<file path="config.mk">
export PLATFORM = sky130hd
export DESIGN_NAME = reset_token_cid_table
export DESIGN_NICKNAME = d
export VERILOG_FILES = /design/src/hdl/rtct_pkg.sv /design/src/hdl/rtct_cell.sv /design/src/hdl/reset_token_cid_table.sv
export SDC_FILE = /design/constraint.sdc
export NUM_CORES = 2
export LEC_CHECK = 0
export BUFFER_PORTS_ARGS = -buffer_cell sky130_fd_sc_hd__buf_2
export CORE_ASPECT_RATIO = 1.5
export CORE_MARGIN = 2
export CORE_UTILIZATION = 50
export CTS_BUF_LIST = sky130_fd_sc_hd__clkbuf_16
export CTS_CLUSTER_SIZE = 40
export DETAILED_ROUTE_END_ITERATION = 8
export GPL_TIMING_DRIVEN = 1
export HOLD_SLACK_MARGIN = 0.08
export PLACE_DENSITY_LB_ADDON = 0.25
export SETUP_SLACK_MARGIN = 0.15
export SYNTH_ARGS = -nofsm -noshare
export SYNTH_HDL_FRONTEND = slang
export SYNTH_SLANG_ARGS = --single-unit
</file>
<file path="constraint.sdc">
create_clock -name clk -period 21.1 [get_ports clk]
set_input_delay 2.11 -clock clk [delete_from_list [all_inputs] [get_ports clk]]
set_output_delay 2.11 -clock clk [all_outputs]
set_load 0.005 [all_outputs]
</file>
<file path="src/hdl/rtct_pkg.sv">
// shared types and constants for the reset token connection id table
// used by rtct_cell and reset_token_cid_table; no dependencies
`default_nettype none

package rtct_pkg;

	localparam int ENTRIES      = 8;
	localparam int MAX_ID_BYTES = 20;
	localparam int TOKEN_BYTES  = 16;

	localparam int LEN_W = 5;
	localparam int ID_W  = MAX_ID_BYTES * 8;
	localparam int TOK_W = TOKEN_BYTES * 8;
	localparam int CNT_W = $clog2(ENTRIES + 1);

	typedef enum logic {
		OP_ADD  = 1'b0,
		OP_FIND = 1'b1
	} op_t;

	// one item as broadcast to every cell
	typedef struct packed {
		op_t               op;
		logic [LEN_W-1:0]  len;
		logic [ID_W-1:0]   id;
		logic [ID_W-1:0]   mask;
		logic [TOK_W-1:0]  token;
	} key_t;

	// priority link between neighboring cells
	typedef struct packed {
		logic             hit;
		logic [TOK_W-1:0] token;
	} link_t;

	// ones over every id byte below len, byte 0 in the top bits
	function automatic logic [ID_W-1:0] byte_mask(input logic [LEN_W-1:0] len);
		logic [ID_W-1:0] m;
		m = '0;
		for (int i = 0; i < MAX_ID_BYTES; i++) begin
			if (LEN_W'(i) < len) begin
				m[ID_W-1-8*i -: 8] = 8'hff;
			end
		end
		return m;
	endfunction

endpackage

`default_nettype wire

</file>
<file path="src/hdl/rtct_cell.sv">
// one table entry: stored id, length and token, a compare and a priority link
// depends on rtct_pkg
`default_nettype none

module rtct_cell (
	input  wire logic            clk,
	input  wire logic            arst_n,
	input  wire logic            wr_en,
	input  wire logic            cmp_en,
	input  wire rtct_pkg::key_t  key,
	input  wire rtct_pkg::link_t link_in,
	output rtct_pkg::link_t      link_out
);

	logic                          valid_q;
	logic                          hit_q;
	logic [rtct_pkg::LEN_W-1:0]    len_q;
	logic [rtct_pkg::ID_W-1:0]     id_q;
	logic [rtct_pkg::TOK_W-1:0]    tok_q;
	logic                          match;

	assign match = valid_q && (len_q == key.len) && (((id_q ^ key.id) & key.mask) == '0);

	always_ff @(posedge clk or negedge arst_n) begin
		if (!arst_n) begin
			valid_q <= 1'b0;
			hit_q   <= 1'b0;
		end else begin
			if (wr_en) begin
				valid_q <= 1'b1;
			end
			if (cmp_en) begin
				hit_q <= match;
			end
		end
	end

	always_ff @(posedge clk) begin
		if (wr_en) begin
			len_q <= key.len;
			id_q  <= key.id;
			tok_q <= key.token;
		end
	end

	// earlier entry wins
	always_comb begin
		link_out.hit = link_in.hit | hit_q;
		if (link_in.hit) begin
			link_out.token = link_in.token;
		end else if (hit_q) begin
			link_out.token = tok_q;
		end else begin
			link_out.token = '0;
		end
	end

endmodule

`default_nettype wire

</file>
<file path="src/hdl/reset_token_cid_table.sv">
// top level of the reset token connection id table: control, output register
// and the row of rtct_cell entries; depends on rtct_pkg and rtct_cell
`default_nettype none

// channel | handshake            | word
// --------+----------------------+------------------------------------------------
// in      | in_valid / in_ready  | func, cid_len, cid_word0..2, token_hi, token_lo
// out     | out_valid / out_ready| ok, found_token_hi, found_token_lo
//
// each word passes a compare cycle in which every cell checks the
// registered key in parallel (and an add writes the next free cell), then a
// select cycle in which the hits ripple down the cell row, first entry winning
// the next word is taken during the select cycle as long as the output register
// is free or being drained, so a new word enters while the last one is selected
// reset clears the entry count and the cell valid bits at once; no sweep needed
// a stalled output holds the block in the select cycle, no word is lost

module reset_token_cid_table (
	input  wire logic        clk,
	input  wire logic        arst_n,
	input  wire logic        in_valid,
	output logic             in_ready,
	input  wire logic        func,
	input  wire logic [4:0]  cid_len,
	input  wire logic [63:0] cid_word0,
	input  wire logic [63:0] cid_word1,
	input  wire logic [31:0] cid_word2,
	input  wire logic [63:0] token_hi,
	input  wire logic [63:0] token_lo,
	output logic             out_valid,
	input  wire logic        out_ready,
	output logic             ok,
	output logic [63:0]      found_token_hi,
	output logic [63:0]      found_token_lo
);

	typedef enum logic [2:0] {
		S_IDLE = 3'b001,
		S_CMP  = 3'b010,
		S_SEL  = 3'b100
	} state_t;

	state_t                       state_q;
	rtct_pkg::key_t               key_q;
	rtct_pkg::key_t               key_in;
	logic [rtct_pkg::CNT_W-1:0]   count_q;
	logic                         add_ok_q;
	logic                         add_ok;
	logic                         in_acc;
	logic                         out_free;
	logic                         sel_done;
	logic                         out_valid_q;
	logic                         ok_q;
	logic [rtct_pkg::TOK_W-1:0]   found_q;
	logic [rtct_pkg::ENTRIES-1:0] wr_en;
	logic [159:0]                 id_full;
	rtct_pkg::link_t              link [0:rtct_pkg::ENTRIES];

	// incoming word, id bytes packed with byte 0 on top
	assign id_full       = {cid_word0, cid_word1, cid_word2};
	assign key_in.op     = rtct_pkg::op_t'(func);
	assign key_in.len    = cid_len;
	assign key_in.id     = id_full[159 -: rtct_pkg::ID_W];
	assign key_in.mask   = rtct_pkg::byte_mask(cid_len);
	assign key_in.token  = {token_hi, token_lo};

	assign out_free = !out_valid_q || out_ready;
	assign sel_done = (state_q == S_SEL) && out_free;
	assign in_ready = (state_q == S_IDLE) || sel_done;
	assign in_acc   = in_valid && in_ready;

	// add lands only with a free entry and a legal length
	assign add_ok = (key_q.op == rtct_pkg::OP_ADD)
		&& (count_q < rtct_pkg::CNT_W'(rtct_pkg::ENTRIES))
		&& (key_q.len <= rtct_pkg::LEN_W'(rtct_pkg::MAX_ID_BYTES));

	// the cell row: each cell hands the first hit so far to its neighbor
	assign link[0] = '0;

	for (genvar g = 0; g < rtct_pkg::ENTRIES; g++) begin : g_cell
		assign wr_en[g] = (state_q == S_CMP) && add_ok
			&& (count_q == rtct_pkg::CNT_W'(g));

		rtct_cell u_cell (
			.clk      (clk),
			.arst_n   (arst_n),
			.wr_en    (wr_en[g]),
			.cmp_en   (state_q == S_CMP),
			.key      (key_q),
			.link_in  (link[g]),
			.link_out (link[g+1])
		);
	end

	always_ff @(posedge clk or negedge arst_n) begin
		if (!arst_n) begin
			state_q     <= S_IDLE;
			count_q     <= '0;
			out_valid_q <= 1'b0;
		end else begin
			case (state_q)
				S_IDLE: begin
					if (in_acc) begin
						state_q <= S_CMP;
					end
				end
				S_CMP: begin
					state_q <= S_SEL;
					if (add_ok) begin
						count_q <= count_q + 1'b1;
					end
				end
				S_SEL: begin
					if (sel_done) begin
						state_q <= in_acc ? S_CMP : S_IDLE;
					end
				end
				default: begin
					state_q <= S_IDLE;
				end
			endcase

			if (sel_done) begin
				out_valid_q <= 1'b1;
			end else if (out_ready) begin
				out_valid_q <= 1'b0;
			end
		end
	end

	// payload registers
	always_ff @(posedge clk) begin
		if (in_acc) begin
			key_q <= key_in;
		end
		if (state_q == S_CMP) begin
			add_ok_q <= add_ok;
		end
		if (sel_done) begin
			if (key_q.op == rtct_pkg::OP_ADD) begin
				ok_q    <= add_ok_q;
				found_q <= '0;
			end else begin
				ok_q    <= link[rtct_pkg::ENTRIES].hit;
				found_q <= link[rtct_pkg::ENTRIES].token;
			end
		end
	end

	assign out_valid      = out_valid_q;
	assign ok             = ok_q;
	assign found_token_hi = found_q[127:64];
	assign found_token_lo = found_q[63:0];

	// entry count stays within the table
	a_count_bound: assert property (@(posedge clk) disable iff (!arst_n)
		count_q <= rtct_pkg::CNT_W'(rtct_pkg::ENTRIES))
		else $error("entry count beyond table size");

	// the count moves only in the compare cycle
	a_count_stable: assert property (@(posedge clk) disable iff (!arst_n)
		state_q != S_CMP |=> $stable(count_q))
		else $error("entry count changed outside compare cycle");

	// compare is always followed by select
	a_cmp_to_sel: assert property (@(posedge clk) disable iff (!arst_n)
		state_q == S_CMP |=> state_q == S_SEL)
		else $error("compare not followed by select");

	// a stalled output keeps the block in select
	a_sel_hold: assert property (@(posedge clk) disable iff (!arst_n)
		(state_q == S_SEL) && out_valid_q && !out_ready |=> state_q == S_SEL)
		else $error("select left while output stalled");

	// at most one cell written per word
	a_one_write: assert property (@(posedge clk) disable iff (!arst_n)
		$onehot0(wr_en))
		else $error("more than one cell written");

endmodule

`default_nettype wire

</file>
==> impl_metrics.env <==
export IMPL_rsz0062_at_grt="no"
export IMPL_drv_cap=0
export IMPL_yosys_area_top_type_share=0.769
export IMPL_startpoint="key_q[449]$_DFFE_PP_"
export IMPL_start_util=0.503
export IMPL_regArea_sq_mm=0.0843
export IMPL_tightest_slew_ns=1.25
export IMPL_leakage_uw=0.0377
export IMPL_globalRouteOverflowTotal=0
export IMPL_cts_made_buffers=272
export IMPL_cts_buffer_depth=4
export IMPL_wl_per_cell_microns=25.1
export IMPL_htree_levels=5
export IMPL_antenna_found_initial=22
export IMPL_rows=209
export IMPL_dp_hpwl_microns=147000
export IMPL_tns_ns=0
export IMPL_num_vias=56300
export IMPL_cts_resized=0
export IMPL_crit_required_ns=21.52
export IMPL_synth_warnings=0
export IMPL_track_usage=0.223
export IMPL_yosys_top_cells_count="2787 x edfxtp_1, 1264 x xnor2_1, 348 x nand4_1, 290 x clkbuf_1, 288 x o21ai_0"
export IMPL_crit_path_max_fanout=62
export IMPL_endpoint="g_cell[1].u_cell.id_q[122]$_DFFE_PP_"
export IMPL_crit_path_start_kind="register"
export IMPL_fillers=16400
export IMPL_crit_type="reg2reg"
export IMPL_multiInputGateArea_sq_mm=0.0232
export IMPL_grt_start_max_net_pins=150
export IMPL_synth_cells=6433
export IMPL_hp_start="g_cell[0].u_cell.valid_q$_DFFE_PN0P_"
export IMPL_worst_clock_skew_ns=0.0406
export IMPL_coreArea_sq_mm=0.216
export IMPL_wirelength_microns=250000
export IMPL_p_per_area_mw_per_mm2=103
export IMPL_arrival_ns=5.65
export IMPL_total_power_uw=12700
export IMPL_yosysMostFrequentCell="edfxtp_1"
export IMPL_detail_route_vias_per_cell=5.65
export IMPL_rr_endpoint="g_cell[1].u_cell.id_q[122]$_DFFE_PP_"
export IMPL_holdBufCountCts=0
export IMPL_outcome="finished, final reports clean"
export IMPL_post_synth_main_area_contributors="edfxtp_1 77%, xnor2_1 10%, nand4_1 2.0%, o21ai_0 1.3%, clkbuf_1 1.0%"
export IMPL_synth_top_cell_by_area="edfxtp_1"
export IMPL_async_reset_ff_frac=0.00854
export IMPL_cts_root_buf="clkbuf_16"
export IMPL_hold_depth=1
export IMPL_grt_pass1_wl_microns=369000
export IMPL_ys_seq_area_frac=0.774
export IMPL_hold_class="reg2reg"
export IMPL_r2r_slack_ns=15.87
export IMPL_clk_latency_ns=0.82
export IMPL_cts_tree="yes"
export IMPL_drive_above_1_share=0.133
export IMPL_cts_setup_buffers=0
export IMPL_port_buffers=428
export IMPL_drt_first_iter_violations=4493
export IMPL_dieArea_sq_mm=0.222
export IMPL_timing_slew_headroom=0.166
export IMPL_ant_nets=0
export IMPL_gp_congestion=0.797
export IMPL_dpl_cell_area_sq_mm=0.114
export IMPL_worstSetupEndpointType="register"
export IMPL_grt_pass1_vias=57000
export IMPL_drv_slew=0
export IMPL_io_pins=429
export IMPL_synthFlopType="edfxtp_1"
export IMPL_reg2reg_from="key_q[449]$_DFFE_PP_"
export IMPL_finalInstanceArea_sq_mm=0.123
export IMPL_synth_edf_count=2787
export IMPL_die_y_microns=575
export IMPL_reg2reg_depth=8
export IMPL_dr_pass1_iters=5
export IMPL_syn_area_sq_mm=0.109
export IMPL_synth_seq_cells=2811
export IMPL_synth_fp_nets=6735
export IMPL_synth_avg_cell_area_sq_um=16.9
export IMPL_max_freq_mhz=191
export IMPL_yosys_cell_types_count=51
export IMPL_period_share=0.248
export IMPL_drc_errors=0
export IMPL_chipWidth_microns=385
export IMPL_whs_ns=0.471
export IMPL_hold_viol_final=0
export IMPL_ir_drop_mv=0.0762
export IMPL_cts_sinks=2811
export IMPL_syn_to_final_growth_pct=12.6
export IMPL_finalSetupViolCount=0
export IMPL_fin_crit_ns=5.23
export IMPL_clk_pin_slew_ns=0.06
export IMPL_nNetsFinal=7221
-- registers in the layout, indices dropped and copies added (netlist names), 4 cells and up --
register,flops
g_cell.u_cell.valid_q,8
found_q,128
g_cell.u_cell.id_q,1280
g_cell.u_cell.hit_q,8
g_cell.u_cell.tok_q,1024
key_q,313
count_q,4
g_cell.u_cell.len_q,40
-- routing by layer --
metal	wire (microns)	global-route usage	vias to the layer above
li1	-	-	25400
met1	100000	0.294	28700
met2	126000	0.385	1856
met3	16900	0.0340	357
met4	6250	0.0612	12
met5	90	0	-
-- how the worst min path moves through the flow --
stage / endpoint / slack (ns)
floorplan: g_cell[0].u_cell.valid_q$_DFFE_PN0P_ / 0.43
global placement: count_q[3]$_DFFE_PN0P_ / 0.46
detailed placement: g_cell[0].u_cell.valid_q$_DFFE_PN0P_ / 0.46
CTS: g_cell[0].u_cell.valid_q$_DFFE_PN0P_ / 0.47
global route: g_cell[0].u_cell.valid_q$_DFFE_PN0P_ / 0.47
finish: g_cell[0].u_cell.valid_q$_DFFE_PN0P_ / 0.47
-- worst max-delay path, stage by stage, from the launching register on --
cell and delay (ns):
edfxtp_1 0.69, o21ai_0 0.27, nand2b_1 0.10, a211oi_1 0.36
and2_0 0.33, nor2b_1 0.37, and2_4 0.86, buf_4 0.80
buf_4 0.84
-- where the power goes --
part | total [uW] | switching [uW] | internal (uW) | leakage (uW)
Clock | 4550 | 2010 | 2540 | 0.00422
Combinational | 1060 | 617 | 440 | 0.00804
Sequential | 7070 | 432 | 6640 | 0.0254
Total | 12700 | 3060 | 9610 | 0.0377
-- cells by family (layout without fill, tap and decap cells) --
group           after synthesis  count (layout)  synth area share
mux                          10              10          0.000919
other cells                   0               9                 0
compound gates              937             937            0.0559
xor+xnor                   1322            1322             0.106
simple gates                981             981            0.0488
buf+inv                     368            1049            0.0132
flops                      2811            2811             0.774
fa+ha+maj                     4               4          0.000460
-- cell type report --
| class | instances | area share |
|---|---|---|
| Inverter | 10 | 0.000347 |
| Antenna cell | 9 | 0.000184 |
| Tap cell | 2848 | 0.0291 |
| Multi-Input combinational cell | 3254 | 0.189 |
| Clock inverter | 193 | 0.0106 |
| Timing Repair Buffer | 570 | 0.0265 |
| Clock buffer | 276 | 0.0563 |
| Sequential cell | 2811 | 0.688 |
-- placed cells by master, fill, tap and decap left out, types with 10 or more instances in the layout --
cell type  instances
a21o_1            10
clkbuf_16        276
a21boi_1          40
o22ai_1          123
nand4_1          348
a221o_1           43
dfrtp_1           18
bufinv_16         13
nor4_1            18
nand2_1          273
inv_6             10
nand3_1           18
buf_4            139
xnor2_1         1264
edfxtp_1        2787
o21a_1            44
buf_2            428
clkinv_2          20
a222oi_1          26
mux2i_1           10
a22oi_1           88
xor2_1            58
o21ai_0          285
o311ai_0          36
nor3_1            13
a2bb2oi_1         40
a21oi_1          153
nor2_1            62
a22o_1            14
nor2b_1          160
nor3b_1           37
clkinv_1          72
inv_1             70
-- through the flow --
stage | util | std cells | setup WS, ns
6_report | 0.567 | 9971 | 15.87
5_1_grt | 0.567 | 9964 | 15.51
4_1_cts | 0.567 | 9962 | 15.88
3_5_place_dp | 0.529 | 9493 | 15.67
3_3_place_gp | 0.529 | 9493 | 15.75
2_1_floorplan | - | 6433 | 6.36
Power figures use the tool's default switching activity.
